File: config.mk
export PLATFORM = sky130hd
export DESIGN_NAME = byte_dma_channel_registers_unit_flat
export DESIGN_NICKNAME = d
export VERILOG_FILES = /design/src/rtl/bdcr_pkg.sv /design/src/rtl/bdcr_in_if.sv /design/src/rtl/bdcr_out_if.sv /design/src/rtl/bdcr_port_map.sv /design/src/rtl/byte_dma_channel_registers_unit.sv /design/src/flat_wrapper.sv
export VERILOG_INCLUDE_DIRS = /design/src /design/src/rtl
export SDC_FILE = /design/constraint.sdc
export NUM_CORES = 2
export LEC_CHECK = 0
export ABC_AREA = 1
export ABC_CLOCK_PERIOD_IN_PS = 7500
export BUFFER_PORTS_ARGS = -buffer_cell sky130_fd_sc_hd__buf_2
export CORE_UTILIZATION = 45
export DETAILED_ROUTE_END_ITERATION = 7
export GPL_TIMING_DRIVEN = 0
export PLACE_DENSITY = 0.7
export SYNTH_ARGS = -nofsm -noshare
export SYNTH_HDL_FRONTEND = slang
export SYNTH_SLANG_ARGS = --single-unit
File: constraint.sdc
create_clock -name clk -period 7.5 [get_ports clk]
set_clock_uncertainty 0.15 [all_clocks]
set_input_delay 1.125 -clock clk [delete_from_list [all_inputs] [get_ports clk]]
set_output_delay 1.125 -clock clk [all_outputs]
set_load 0.005 [all_outputs]
File: src/rtl/assert_macros.svh
// assertion helpers included by byte_dma_channel_registers_unit
// each macro expects clk and rst to be visible at the point of use
`ifndef ASSERT_MACROS_SVH
`define ASSERT_MACROS_SVH

// condition must hold at every edge outside reset
`define ASSERT_ALWAYS(lbl, cond) \
  lbl: assert property (@(posedge clk) disable iff (rst) (cond)) \
    else $error("assertion failed: condition does not hold");

// consequent must hold on the edge after the antecedent
`define ASSERT_NEXT(lbl, pre, post) \
  lbl: assert property (@(posedge clk) disable iff (rst) (pre) |=> (post)) \
    else $error("assertion failed: expected follow-up missing");

// consequent must hold on the same edge as the antecedent
`define ASSERT_IMPLY(lbl, pre, post) \
  lbl: assert property (@(posedge clk) disable iff (rst) (pre) |-> (post)) \
    else $error("assertion failed: implication violated");

`endif

File: src/rtl/bdcr_pkg.sv
`default_nettype none

package bdcr_pkg;

  // register slots inside one channel
  localparam int SPECIAL_SLOTS = 10;
  localparam logic [3:0] SLOT_CTRL    = 4'd0;
  localparam logic [3:0] SLOT_STATUS  = 4'd1;
  localparam logic [3:0] SLOT_CONFIG  = 4'd2;
  localparam logic [3:0] SLOT_MISC    = 4'd3;
  localparam logic [3:0] SLOT_SRC_LO  = 4'd4;
  localparam logic [3:0] SLOT_SRC_HI  = 4'd5;
  localparam logic [3:0] SLOT_DST_LO  = 4'd6;
  localparam logic [3:0] SLOT_DST_HI  = 4'd7;
  localparam logic [3:0] SLOT_SIZE_LO = 4'd8;
  localparam logic [3:0] SLOT_SIZE_HI = 4'd9;

  // access modes
  localparam logic MODE_READ  = 1'b0;
  localparam logic MODE_WRITE = 1'b1;

  // control and status bits
  localparam logic [15:0] CTRL_KEEP   = 16'hfffe;
  localparam logic [15:0] ST_BUSY     = 16'h0002;
  localparam logic [15:0] ST_SET      = 16'h001c;
  localparam logic [15:0] ST_W1C_MASK = 16'h001f;

  // port codes and memory select
  localparam logic [3:0] PORT_MEM0  = 4'h0;
  localparam logic [3:0] PORT_MEM1  = 4'h1;
  localparam logic [3:0] PORT_FLASH = 4'h5;
  localparam logic [1:0] SEL_SRAM   = 2'h2;

  // configuration register indexes
  localparam int CFG_INDEX_W = 2;
  localparam logic [CFG_INDEX_W-1:0] CFG_DRAM_BASE  = 2'd0;
  localparam logic [CFG_INDEX_W-1:0] CFG_SRAM_BASE  = 2'd1;
  localparam logic [CFG_INDEX_W-1:0] CFG_FLASH_BASE = 2'd2;

  // one channel's dedicated register row
  typedef logic [SPECIAL_SLOTS-1:0][15:0] bdcr_row_t;

  // address translation bases
  typedef struct packed {
    logic [31:0] dram;
    logic [31:0] sram;
    logic [31:0] flash;
  } bdcr_bases_t;

  // translation result
  typedef struct packed {
    logic        ok;
    logic [31:0] phys;
  } bdcr_map_t;

  // one bus access
  typedef struct packed {
    logic        mode;
    logic        channel;
    logic [3:0]  reg_index;
    logic [15:0] write_data;
  } bdcr_item_t;

  // one result
  typedef struct packed {
    logic [15:0] read_data;
    logic        copy_start;
    logic [31:0] copy_source;
    logic [31:0] copy_dest;
    logic [31:0] copy_bytes;
    logic        bad_port;
  } bdcr_result_t;

endpackage

`default_nettype wire

File: src/rtl/bdcr_in_if.sv
`default_nettype none

// bus access channel
interface bdcr_in_if;
  logic        valid;
  logic        ready;
  logic        mode;
  logic        channel;
  logic [3:0]  reg_index;
  logic [15:0] write_data;

  modport source (output valid, output mode, output channel, output reg_index,
                  output write_data, input ready);
  modport sink (input valid, input mode, input channel, input reg_index,
                input write_data, output ready);
endinterface

`default_nettype wire

File: src/rtl/bdcr_out_if.sv
`default_nettype none

// result channel
interface bdcr_out_if;
  logic        valid;
  logic        ready;
  logic [15:0] read_data;
  logic        copy_start;
  logic [31:0] copy_source;
  logic [31:0] copy_dest;
  logic [31:0] copy_bytes;
  logic        bad_port;

  modport source (output valid, output read_data, output copy_start,
                  output copy_source, output copy_dest, output copy_bytes,
                  output bad_port, input ready);
  modport sink (input valid, input read_data, input copy_start,
                input copy_source, input copy_dest, input copy_bytes,
                input bad_port, output ready);
endinterface

`default_nettype wire

File: src/rtl/bdcr_port_map.sv
`default_nettype none

// translates a channel port and address into a physical address
module bdcr_port_map #(
  parameter int FLASH_WINDOW_LOG2 = 24
) (
  input  wire logic [3:0]          port,
  input  wire logic [1:0]          sel,
  input  wire logic [31:0]         addr,
  input  wire bdcr_pkg::bdcr_bases_t bases,
  output bdcr_pkg::bdcr_map_t      map
);

  localparam logic [31:0] FLASH_MASK = 32'((64'd1 << FLASH_WINDOW_LOG2) - 64'd1);

  logic [31:0] mem_base;

  // memory ports pick dram or sram by the misc select field
  assign mem_base = (sel == bdcr_pkg::SEL_SRAM) ? bases.sram : bases.dram;

  always_comb begin
    map.ok   = 1'b0;
    map.phys = '0;
    case (port)
      bdcr_pkg::PORT_MEM0, bdcr_pkg::PORT_MEM1: begin
        map.ok   = 1'b1;
        map.phys = mem_base + addr;
      end
      bdcr_pkg::PORT_FLASH: begin
        map.ok   = 1'b1;
        map.phys = bases.flash + (addr & FLASH_MASK);
      end
      default: begin
        map.ok   = 1'b0;
        map.phys = '0;
      end
    endcase
  end

endmodule

`default_nettype wire

File: src/rtl/byte_dma_channel_registers_unit.sv
// Register front end of a two-channel byte DMA engine. Each transfer on the
// access channel is one read or write of a 16-bit channel register; each
// produces exactly one transfer on the result channel. Writing the control
// register with bit 0 set translates the source and destination ports and
// emits a copy command, setting the done, interrupt and result status bits;
// an unknown port raises bad_port and leaves status alone. Status is
// write-one-to-clear. An access is taken every cycle while the result is not
// stalled, passing through the input register and then the result register;
// the rate is set by the read-modify-write of the addressed channel's register
// row between those two registers. A stalled result holds the pipeline.
// The user must write base registers through cfg_write/cfg_index/cfg_data only
// while no access is in flight; the block itself does not enforce this.
`default_nettype none
`include "assert_macros.svh"

module byte_dma_channel_registers_unit #(
  parameter int CHANNELS          = 2,
  parameter int REGS_PER_CHANNEL  = 16,
  parameter int FLASH_WINDOW_LOG2 = 24
) (
  input  wire logic                             clk,
  input  wire logic                             rst,
  input  wire logic                             cfg_write,
  input  wire logic [bdcr_pkg::CFG_INDEX_W-1:0] cfg_index,
  input  wire logic [31:0]                      cfg_data,
  bdcr_in_if.sink                               access,
  bdcr_out_if.source                            result
);

  // only channels and slots reachable through the access fields are stored
  localparam int EFF_CH      = (CHANNELS < 2) ? CHANNELS : 2;
  localparam int EFF_REGS    = (REGS_PER_CHANNEL < 16) ? REGS_PER_CHANNEL : 16;
  localparam int PLAIN_N     = EFF_REGS - bdcr_pkg::SPECIAL_SLOTS;
  localparam int PLAIN_DEPTH = (PLAIN_N > 0) ? PLAIN_N : 1;
  localparam int PIDX_W      = (PLAIN_DEPTH > 1) ? $clog2(PLAIN_DEPTH) : 1;

  // base registers
  bdcr_pkg::bdcr_bases_t bases;

  // channel register storage
  bdcr_pkg::bdcr_row_t special [EFF_CH];
  logic [15:0]         plain [EFF_CH][PLAIN_DEPTH];

  // input register
  logic                 s1_valid;
  bdcr_pkg::bdcr_item_t s1;

  // result register
  logic                   out_valid;
  bdcr_pkg::bdcr_result_t res;
  bdcr_pkg::bdcr_result_t res_next;

  logic                adv;
  logic                ch_ok;
  logic                slot_ok;
  logic                in_range;
  logic                is_write;
  logic                is_plain;
  logic                ch_idx;
  logic [3:0]          poff;
  logic [PIDX_W-1:0]   pidx;
  bdcr_pkg::bdcr_row_t row;
  bdcr_pkg::bdcr_row_t row_next;
  logic                trigger;
  logic                start;
  bdcr_pkg::bdcr_map_t src_map;
  bdcr_pkg::bdcr_map_t dst_map;

  // pipeline moves when the result register is free or being drained
  assign adv          = s1_valid && (!out_valid || result.ready);
  assign access.ready = !s1_valid || adv;

  // base register writes
  always_ff @(posedge clk) begin
    if (rst) begin
      bases <= '0;
    end else if (cfg_write) begin
      case (cfg_index)
        bdcr_pkg::CFG_DRAM_BASE:  bases.dram  <= cfg_data;
        bdcr_pkg::CFG_SRAM_BASE:  bases.sram  <= cfg_data;
        bdcr_pkg::CFG_FLASH_BASE: bases.flash <= cfg_data;
        default: begin
        end
      endcase
    end
  end

  // input register
  always_ff @(posedge clk) begin
    if (rst) begin
      s1_valid <= 1'b0;
    end else if (access.valid && access.ready) begin
      s1_valid <= 1'b1;
    end else if (adv) begin
      s1_valid <= 1'b0;
    end
  end

  always_ff @(posedge clk) begin
    if (access.valid && access.ready) begin
      s1.mode       <= access.mode;
      s1.channel    <= access.channel;
      s1.reg_index  <= access.reg_index;
      s1.write_data <= access.write_data;
    end
  end

  // address decode
  assign ch_ok    = (32'(s1.channel) < CHANNELS);
  assign slot_ok  = (32'(s1.reg_index) < REGS_PER_CHANNEL);
  assign in_range = ch_ok && slot_ok;
  assign is_write = (s1.mode == bdcr_pkg::MODE_WRITE);
  assign is_plain = (32'(s1.reg_index) >= bdcr_pkg::SPECIAL_SLOTS);
  assign ch_idx   = s1.channel & ch_ok;
  assign poff     = s1.reg_index - 4'(bdcr_pkg::SPECIAL_SLOTS);
  assign pidx     = poff[PIDX_W-1:0];
  assign row      = special[ch_idx];

  // port translation for source and destination
  bdcr_port_map #(.FLASH_WINDOW_LOG2(FLASH_WINDOW_LOG2)) u_src_map (
    .port  (row[bdcr_pkg::SLOT_CONFIG][3:0]),
    .sel   (row[bdcr_pkg::SLOT_MISC][13:12]),
    .addr  ({row[bdcr_pkg::SLOT_SRC_HI], row[bdcr_pkg::SLOT_SRC_LO]}),
    .bases (bases),
    .map   (src_map)
  );

  bdcr_port_map #(.FLASH_WINDOW_LOG2(FLASH_WINDOW_LOG2)) u_dst_map (
    .port  (row[bdcr_pkg::SLOT_CONFIG][11:8]),
    .sel   (row[bdcr_pkg::SLOT_MISC][13:12]),
    .addr  ({row[bdcr_pkg::SLOT_DST_HI], row[bdcr_pkg::SLOT_DST_LO]}),
    .bases (bases),
    .map   (dst_map)
  );

  assign trigger = in_range && is_write && (s1.reg_index == bdcr_pkg::SLOT_CTRL) &&
                   s1.write_data[0];
  assign start   = trigger && src_map.ok && dst_map.ok;

  // register row update and result
  always_comb begin
    row_next = row;
    res_next = '0;
    if (in_range && !is_write) begin
      res_next.read_data = is_plain ? plain[ch_idx][pidx] : row[s1.reg_index];
    end
    if (in_range && is_write) begin
      case (s1.reg_index)
        bdcr_pkg::SLOT_CTRL: begin
          row_next[bdcr_pkg::SLOT_CTRL] = s1.write_data & bdcr_pkg::CTRL_KEEP;
          if (start) begin
            row_next[bdcr_pkg::SLOT_STATUS] =
              (row[bdcr_pkg::SLOT_STATUS] & ~bdcr_pkg::ST_BUSY) | bdcr_pkg::ST_SET;
          end
        end
        bdcr_pkg::SLOT_STATUS: begin
          row_next[bdcr_pkg::SLOT_STATUS] =
            row[bdcr_pkg::SLOT_STATUS] & ~(s1.write_data & bdcr_pkg::ST_W1C_MASK);
        end
        default: begin
          if (!is_plain) begin
            row_next[s1.reg_index] = s1.write_data;
          end
        end
      endcase
    end
    res_next.copy_start = start;
    res_next.bad_port   = trigger && !start;
    if (start) begin
      res_next.copy_source = src_map.phys;
      res_next.copy_dest   = dst_map.phys;
      res_next.copy_bytes  = {row[bdcr_pkg::SLOT_SIZE_HI], row[bdcr_pkg::SLOT_SIZE_LO]};
    end
  end

  // channel register storage update
  always_ff @(posedge clk) begin
    if (rst) begin
      for (int c = 0; c < EFF_CH; c++) begin
        special[c] <= '0;
        for (int p = 0; p < PLAIN_DEPTH; p++) begin
          plain[c][p] <= '0;
        end
      end
    end else if (adv && in_range && is_write) begin
      if (is_plain) begin
        plain[ch_idx][pidx] <= s1.write_data;
      end else begin
        special[ch_idx] <= row_next;
      end
    end
  end

  // result register
  always_ff @(posedge clk) begin
    if (rst) begin
      out_valid <= 1'b0;
    end else if (adv) begin
      out_valid <= 1'b1;
    end else if (result.ready) begin
      out_valid <= 1'b0;
    end
  end

  always_ff @(posedge clk) begin
    if (adv) begin
      res <= res_next;
    end
  end

  assign result.valid       = out_valid;
  assign result.read_data   = res.read_data;
  assign result.copy_start  = res.copy_start;
  assign result.copy_source = res.copy_source;
  assign result.copy_dest   = res.copy_dest;
  assign result.copy_bytes  = res.copy_bytes;
  assign result.bad_port    = res.bad_port;

  // checks
  `ASSERT_ALWAYS(a_start_not_bad, !(out_valid && result.copy_start && result.bad_port))
  `ASSERT_IMPLY(a_stall_only_when_full, !access.ready,
                s1_valid && out_valid && !result.ready)
  `ASSERT_NEXT(a_status_set_on_start, adv && start,
               (special[$past(ch_idx)][bdcr_pkg::SLOT_STATUS] & bdcr_pkg::ST_SET) ==
               bdcr_pkg::ST_SET)

  for (genvar c = 0; c < EFF_CH; c++) begin : g_chk
    `ASSERT_ALWAYS(a_trigger_not_stored, special[c][bdcr_pkg::SLOT_CTRL][0] == 1'b0)
  end

endmodule

`default_nettype wire

File: src/flat_wrapper.sv
// flat-port wrapper written by rule: the top's interface ports become plain ports
module byte_dma_channel_registers_unit_flat 
#(
  parameter int CHANNELS          = 2,
  parameter int REGS_PER_CHANNEL  = 16,
  parameter int FLASH_WINDOW_LOG2 = 24
)
  (clk, rst, cfg_write, cfg_index, cfg_data, access_valid, access_mode, access_channel, access_reg_index, access_write_data, access_ready, result_valid, result_read_data, result_copy_start, result_copy_source, result_copy_dest, result_copy_bytes, result_bad_port, result_ready);
  bdcr_in_if access_i ();
  bdcr_out_if result_i ();
  input  wire logic clk;
  input  wire logic rst;
  input  wire logic cfg_write;
  input  wire logic [bdcr_pkg::CFG_INDEX_W-1:0] cfg_index;
  input  wire logic [31:0] cfg_data;
  input wire logic [$bits(access_i.valid)-1:0] access_valid;
  input wire logic [$bits(access_i.mode)-1:0] access_mode;
  input wire logic [$bits(access_i.channel)-1:0] access_channel;
  input wire logic [$bits(access_i.reg_index)-1:0] access_reg_index;
  input wire logic [$bits(access_i.write_data)-1:0] access_write_data;
  output wire logic [$bits(access_i.ready)-1:0] access_ready;
  output wire logic [$bits(result_i.valid)-1:0] result_valid;
  output wire logic [$bits(result_i.read_data)-1:0] result_read_data;
  output wire logic [$bits(result_i.copy_start)-1:0] result_copy_start;
  output wire logic [$bits(result_i.copy_source)-1:0] result_copy_source;
  output wire logic [$bits(result_i.copy_dest)-1:0] result_copy_dest;
  output wire logic [$bits(result_i.copy_bytes)-1:0] result_copy_bytes;
  output wire logic [$bits(result_i.bad_port)-1:0] result_bad_port;
  input wire logic [$bits(result_i.ready)-1:0] result_ready;
  assign access_i.valid = access_valid;
  assign access_i.mode = access_mode;
  assign access_i.channel = access_channel;
  assign access_i.reg_index = access_reg_index;
  assign access_i.write_data = access_write_data;
  assign access_ready = access_i.ready;
  assign result_valid = result_i.valid;
  assign result_read_data = result_i.read_data;
  assign result_copy_start = result_i.copy_start;
  assign result_copy_source = result_i.copy_source;
  assign result_copy_dest = result_i.copy_dest;
  assign result_copy_bytes = result_i.copy_bytes;
  assign result_bad_port = result_i.bad_port;
  assign result_i.ready = result_ready;
  byte_dma_channel_registers_unit #(.CHANNELS(CHANNELS), .REGS_PER_CHANNEL(REGS_PER_CHANNEL), .FLASH_WINDOW_LOG2(FLASH_WINDOW_LOG2)) u_core (.clk(clk), .rst(rst), .cfg_write(cfg_write), .cfg_index(cfg_index), .cfg_data(cfg_data), .access(access_i), .result(result_i));
endmodule
==> flow_summary.toml <==
[drt]
drtPass1Iterations = 8
wl_um = 161000
drc = 0
wire_per_inst_um = 23.6
viasPerCell = 5.62
vias = 38500
ant_nets = 0
drtIter0Drc = 5291

[setup_path]
rr_worst_depth = 19
cp.required_ns = 7.77
endpoint_kind = "flip-flop"
cp_max_fo = 10
start_kind = "flip-flop"
criticalPathCategory = "reg2reg"
arrival_ns = 5.27

[grt]
use_met1_pct = 43.1
grtUsageMet3_pct = 6.69
grt_usage_pct = 33.5
grt_pass1_vias = 35100
top_usage_layer = "met2"
use_met2_pct = 51.7
grt_max_degree = 69
antenna_found_initial = 3
grt-ovfl-total = 0
grt_pass1_wl_um = 229000

[power_and_ir_drop]
leakage_uw = 0.0210
power_density_nw_per_um2 = 221
vdd_drop_max_mv = 0.181

[hold_path]
hold_path_startpoint = "u_core.bases[84]"
hp-class = "reg2reg"
hold_depth = 2

[cells_and_area]
syn_to_final_growth_pct = 12.7
final_area_sq_um = 47100
final_core_util_pct = 51.3
nFillCells = 8762
num_antenna_cells = 0
fin_nets = 5727
drive_gt1_share_pct = 8.07

[placement]
dpl_worst_slack_ns = 2.44
place_area_sq_um = 44400
gp_congestion = 1.04
port-buffer-count = 175
place_hpwl_um = 121000

[die]
start_util_pct = 45.5
die_area_sq_um = 94100
die_x_um = 307
fp.coreArea_sq_um = 91800
placementRows = 111
ios = 177
die_y_um = 307

[clock_network]
cts_buffers = 81
cts_resized = 0
root_buffer = "clkbuf_16"
clkLatencyLatePin_ns = 0.68
cts_tree = "built"
postCtsSetupBuffers = 0
cts_max_level = 3
clk_pin_slew_ns = 0.06
clk_path_buf_depth = 3
cts_sinks = 747
hold_buffers = 0

[status]
run_status = "finished, final reports clean"

[logic_synthesis]
synth-xor-area-share_pct = 0
synth_compound_area_share_pct = 9.25
syn_inst = 5272
synth_fp_nets = 5462
ys_seq_elements = 747
syn_area_per_cell_sq_um = 7.92
seq_area_frac_synth_pct = 51.3
synth_area_sq_um = 41800
synth-simple-area-share_pct = 27.3
ys_async_sr_fraction_pct = 0
synth_top_family_by_area = "simple AND/OR/NAND/NOR gates"
synth_top_flop_cell = "edfxtp_1"
synthAdderAreaFrac_pct = 3.94
synth_edf_count = 648
yosysWarnings = 0
ys_types = 43
synth.area.mux_share_pct = 1.03

[timing]
layout_setup_ws_ns = 2.51
tightest_slew_ns = 1.24
hold_viol = 0
drv_slew = 0
hold_slack_ns = 0.332
finalCriticalPeriod_ns = 4.99
final.setup.tns_ns = 0
rsz0062_at_grt = "false"
max_freq_mhz = 200
period_share_pct = 66.6
finalSetupViolations = 0
slew_headroom_pct = 16.6

[job]
cap_violations = 0
-- cells in the mapped netlist, drive strengths merged (58+ instances only) --
cell type,count,share of area (%)
nand2,1568,14
clkbuf,145,1.3
nand3,243,2.9
o22ai,71,1.1
nor2,895,8.1
a21oi,224,2.7
inv,537,4.8
buf,77,0.95
ha,125,3.7
o21ai,385,4.6
dfxtp,99,4.7
edfxtp,648,47
or2,58,0.87
-- where the power goes --
group	total, uW	switching [uW]	internal (uW)	leakage (uW)
Clock	4050	1750	2300	0.00131
Sequential	4770	84.2	4680	0.00744
Combinational	1600	1190	406	0.0123
Total	10400	3030	7390	0.0210
-- sequential cells by signal (all words and copies together) (netlist names), 16 cells and up, named ones only --
register and flops:
u_core.s1 20, u_core.result.read_data 16, u_core.special 320, u_core.result.copy_source 32
u_core.bases 96, u_core.result.copy_dest 32, u_core.plain 192, u_core.result.copy_bytes 32
-- final cells by class --
type,instances,area [sq um],share of cell area [%]
plain buffers,222,942,2.00
clock buffers,98,2140,4.55
inverters,549,2070,4.39
well taps,1243,1560,3.30
flip-flops and latches,747,21400,45.6
multi-input cells,3754,17400,36.9
clock inverters,52,520,1.11
repair buffers,182,1040,2.22
-- final timing paths --
path              slack [ns]                           to
setup / recovery        2.51  u_core.result.copy_dest[29]
hold / removal          0.33             u_core.bases[84]
setup reg to reg        2.51  u_core.result.copy_dest[29]
hold reg to reg         0.33             u_core.bases[84]
-- kinds of logic (layout without fill, tap and decap cells) --
logic type / after synthesis / in the layout
simple gates: 2857 / 2857
buf+inv: 771 / 1103
flops: 747 / 747
compound gates: 725 / 725
fa+ha+maj: 129 / 129
mux: 43 / 43
-- layout by cell type (no fill, tap or decap), types with 3 or more instances in the layout --
cell type | netlist | layout
clkbuf_16 | 0 | 82
a21o_1 | 9 | 9
buf_16 | 0 | 5
nor2_1 | 894 | 892
and3_1 | 5 | 5
inv_2 | 5 | 5
nand3_1 | 243 | 243
ha_1 | 125 | 125
o21bai_1 | 6 | 6
buf_2 | 72 | 247
or2_2 | 58 | 58
a21oi_1 | 223 | 223
nand4_1 | 27 | 27
fa_1 | 4 | 4
clkbuf_1 | 145 | 158
dfxtp_1 | 99 | 99
clkinv_2 | 0 | 16
o22ai_1 | 71 | 71
o21ai_1 | 4 | 4
nand2_2 | 3 | 3
edfxtp_1 | 648 | 648
a22o_1 | 5 | 5
nand2_1 | 1565 | 1563
clkinv_1 | 12 | 31
inv_1 | 532 | 531
o21a_1 | 6 | 6
mux2i_1 | 43 | 43
bufinv_16 | 0 | 7
o2111ai_1 | 5 | 5
o21ai_2 | 3 | 3
nor3_1 | 37 | 37
and2_1 | 3 | 3
clkbuf_8 | 0 | 3
nor4_1 | 3 | 3
o21ai_0 | 378 | 378
nand3b_1 | 18 | 18
buf_4 | 3 | 3
a211oi_1 | 5 | 5
inv_6 | 0 | 3
-- metrics by stage --
| stage | power (uW) | std cells |
|---|---|---|
| 3_5_place_dp | 6390 | 6697 |
| 2_1_floorplan | 5760 | 5272 |
| 6_report | 10400 | 6847 |
| 5_1_grt | 10700 | 6847 |
| 4_1_cts | 10400 | 6847 |
| 3_3_place_gp | 6390 | 6690 |
-- critical path: stages, from the launching register on --
cell	delay, ns
dfxtp_1	0.30
buf_4	0.17
inv_2	0.08
buf_6	0.15
o21ai_1	0.46
nand2_1	0.30
inv_1	0.18
clkbuf_1	0.58
nand2_1	0.11
nand2_1	0.32
ha_1	0.20
nand2_1	0.11
nor2_1	0.38
and3_1	0.23
nand2_1	0.05
nand2_1	0.25
nand2_1	0.12
nand3_1	0.09
nand3_1	0.16
a21oi_1	0.34
-- layer usage --
metal  wire (um)  up-vias  share of wire, %
li1            -    17800                 -
met4       11600        2               7.2
met3       17200      492                11
met2       70700     2332                44
met5          14        -            0.0087
met1       62000    17900                38
(Power assumes the default switching activity.)
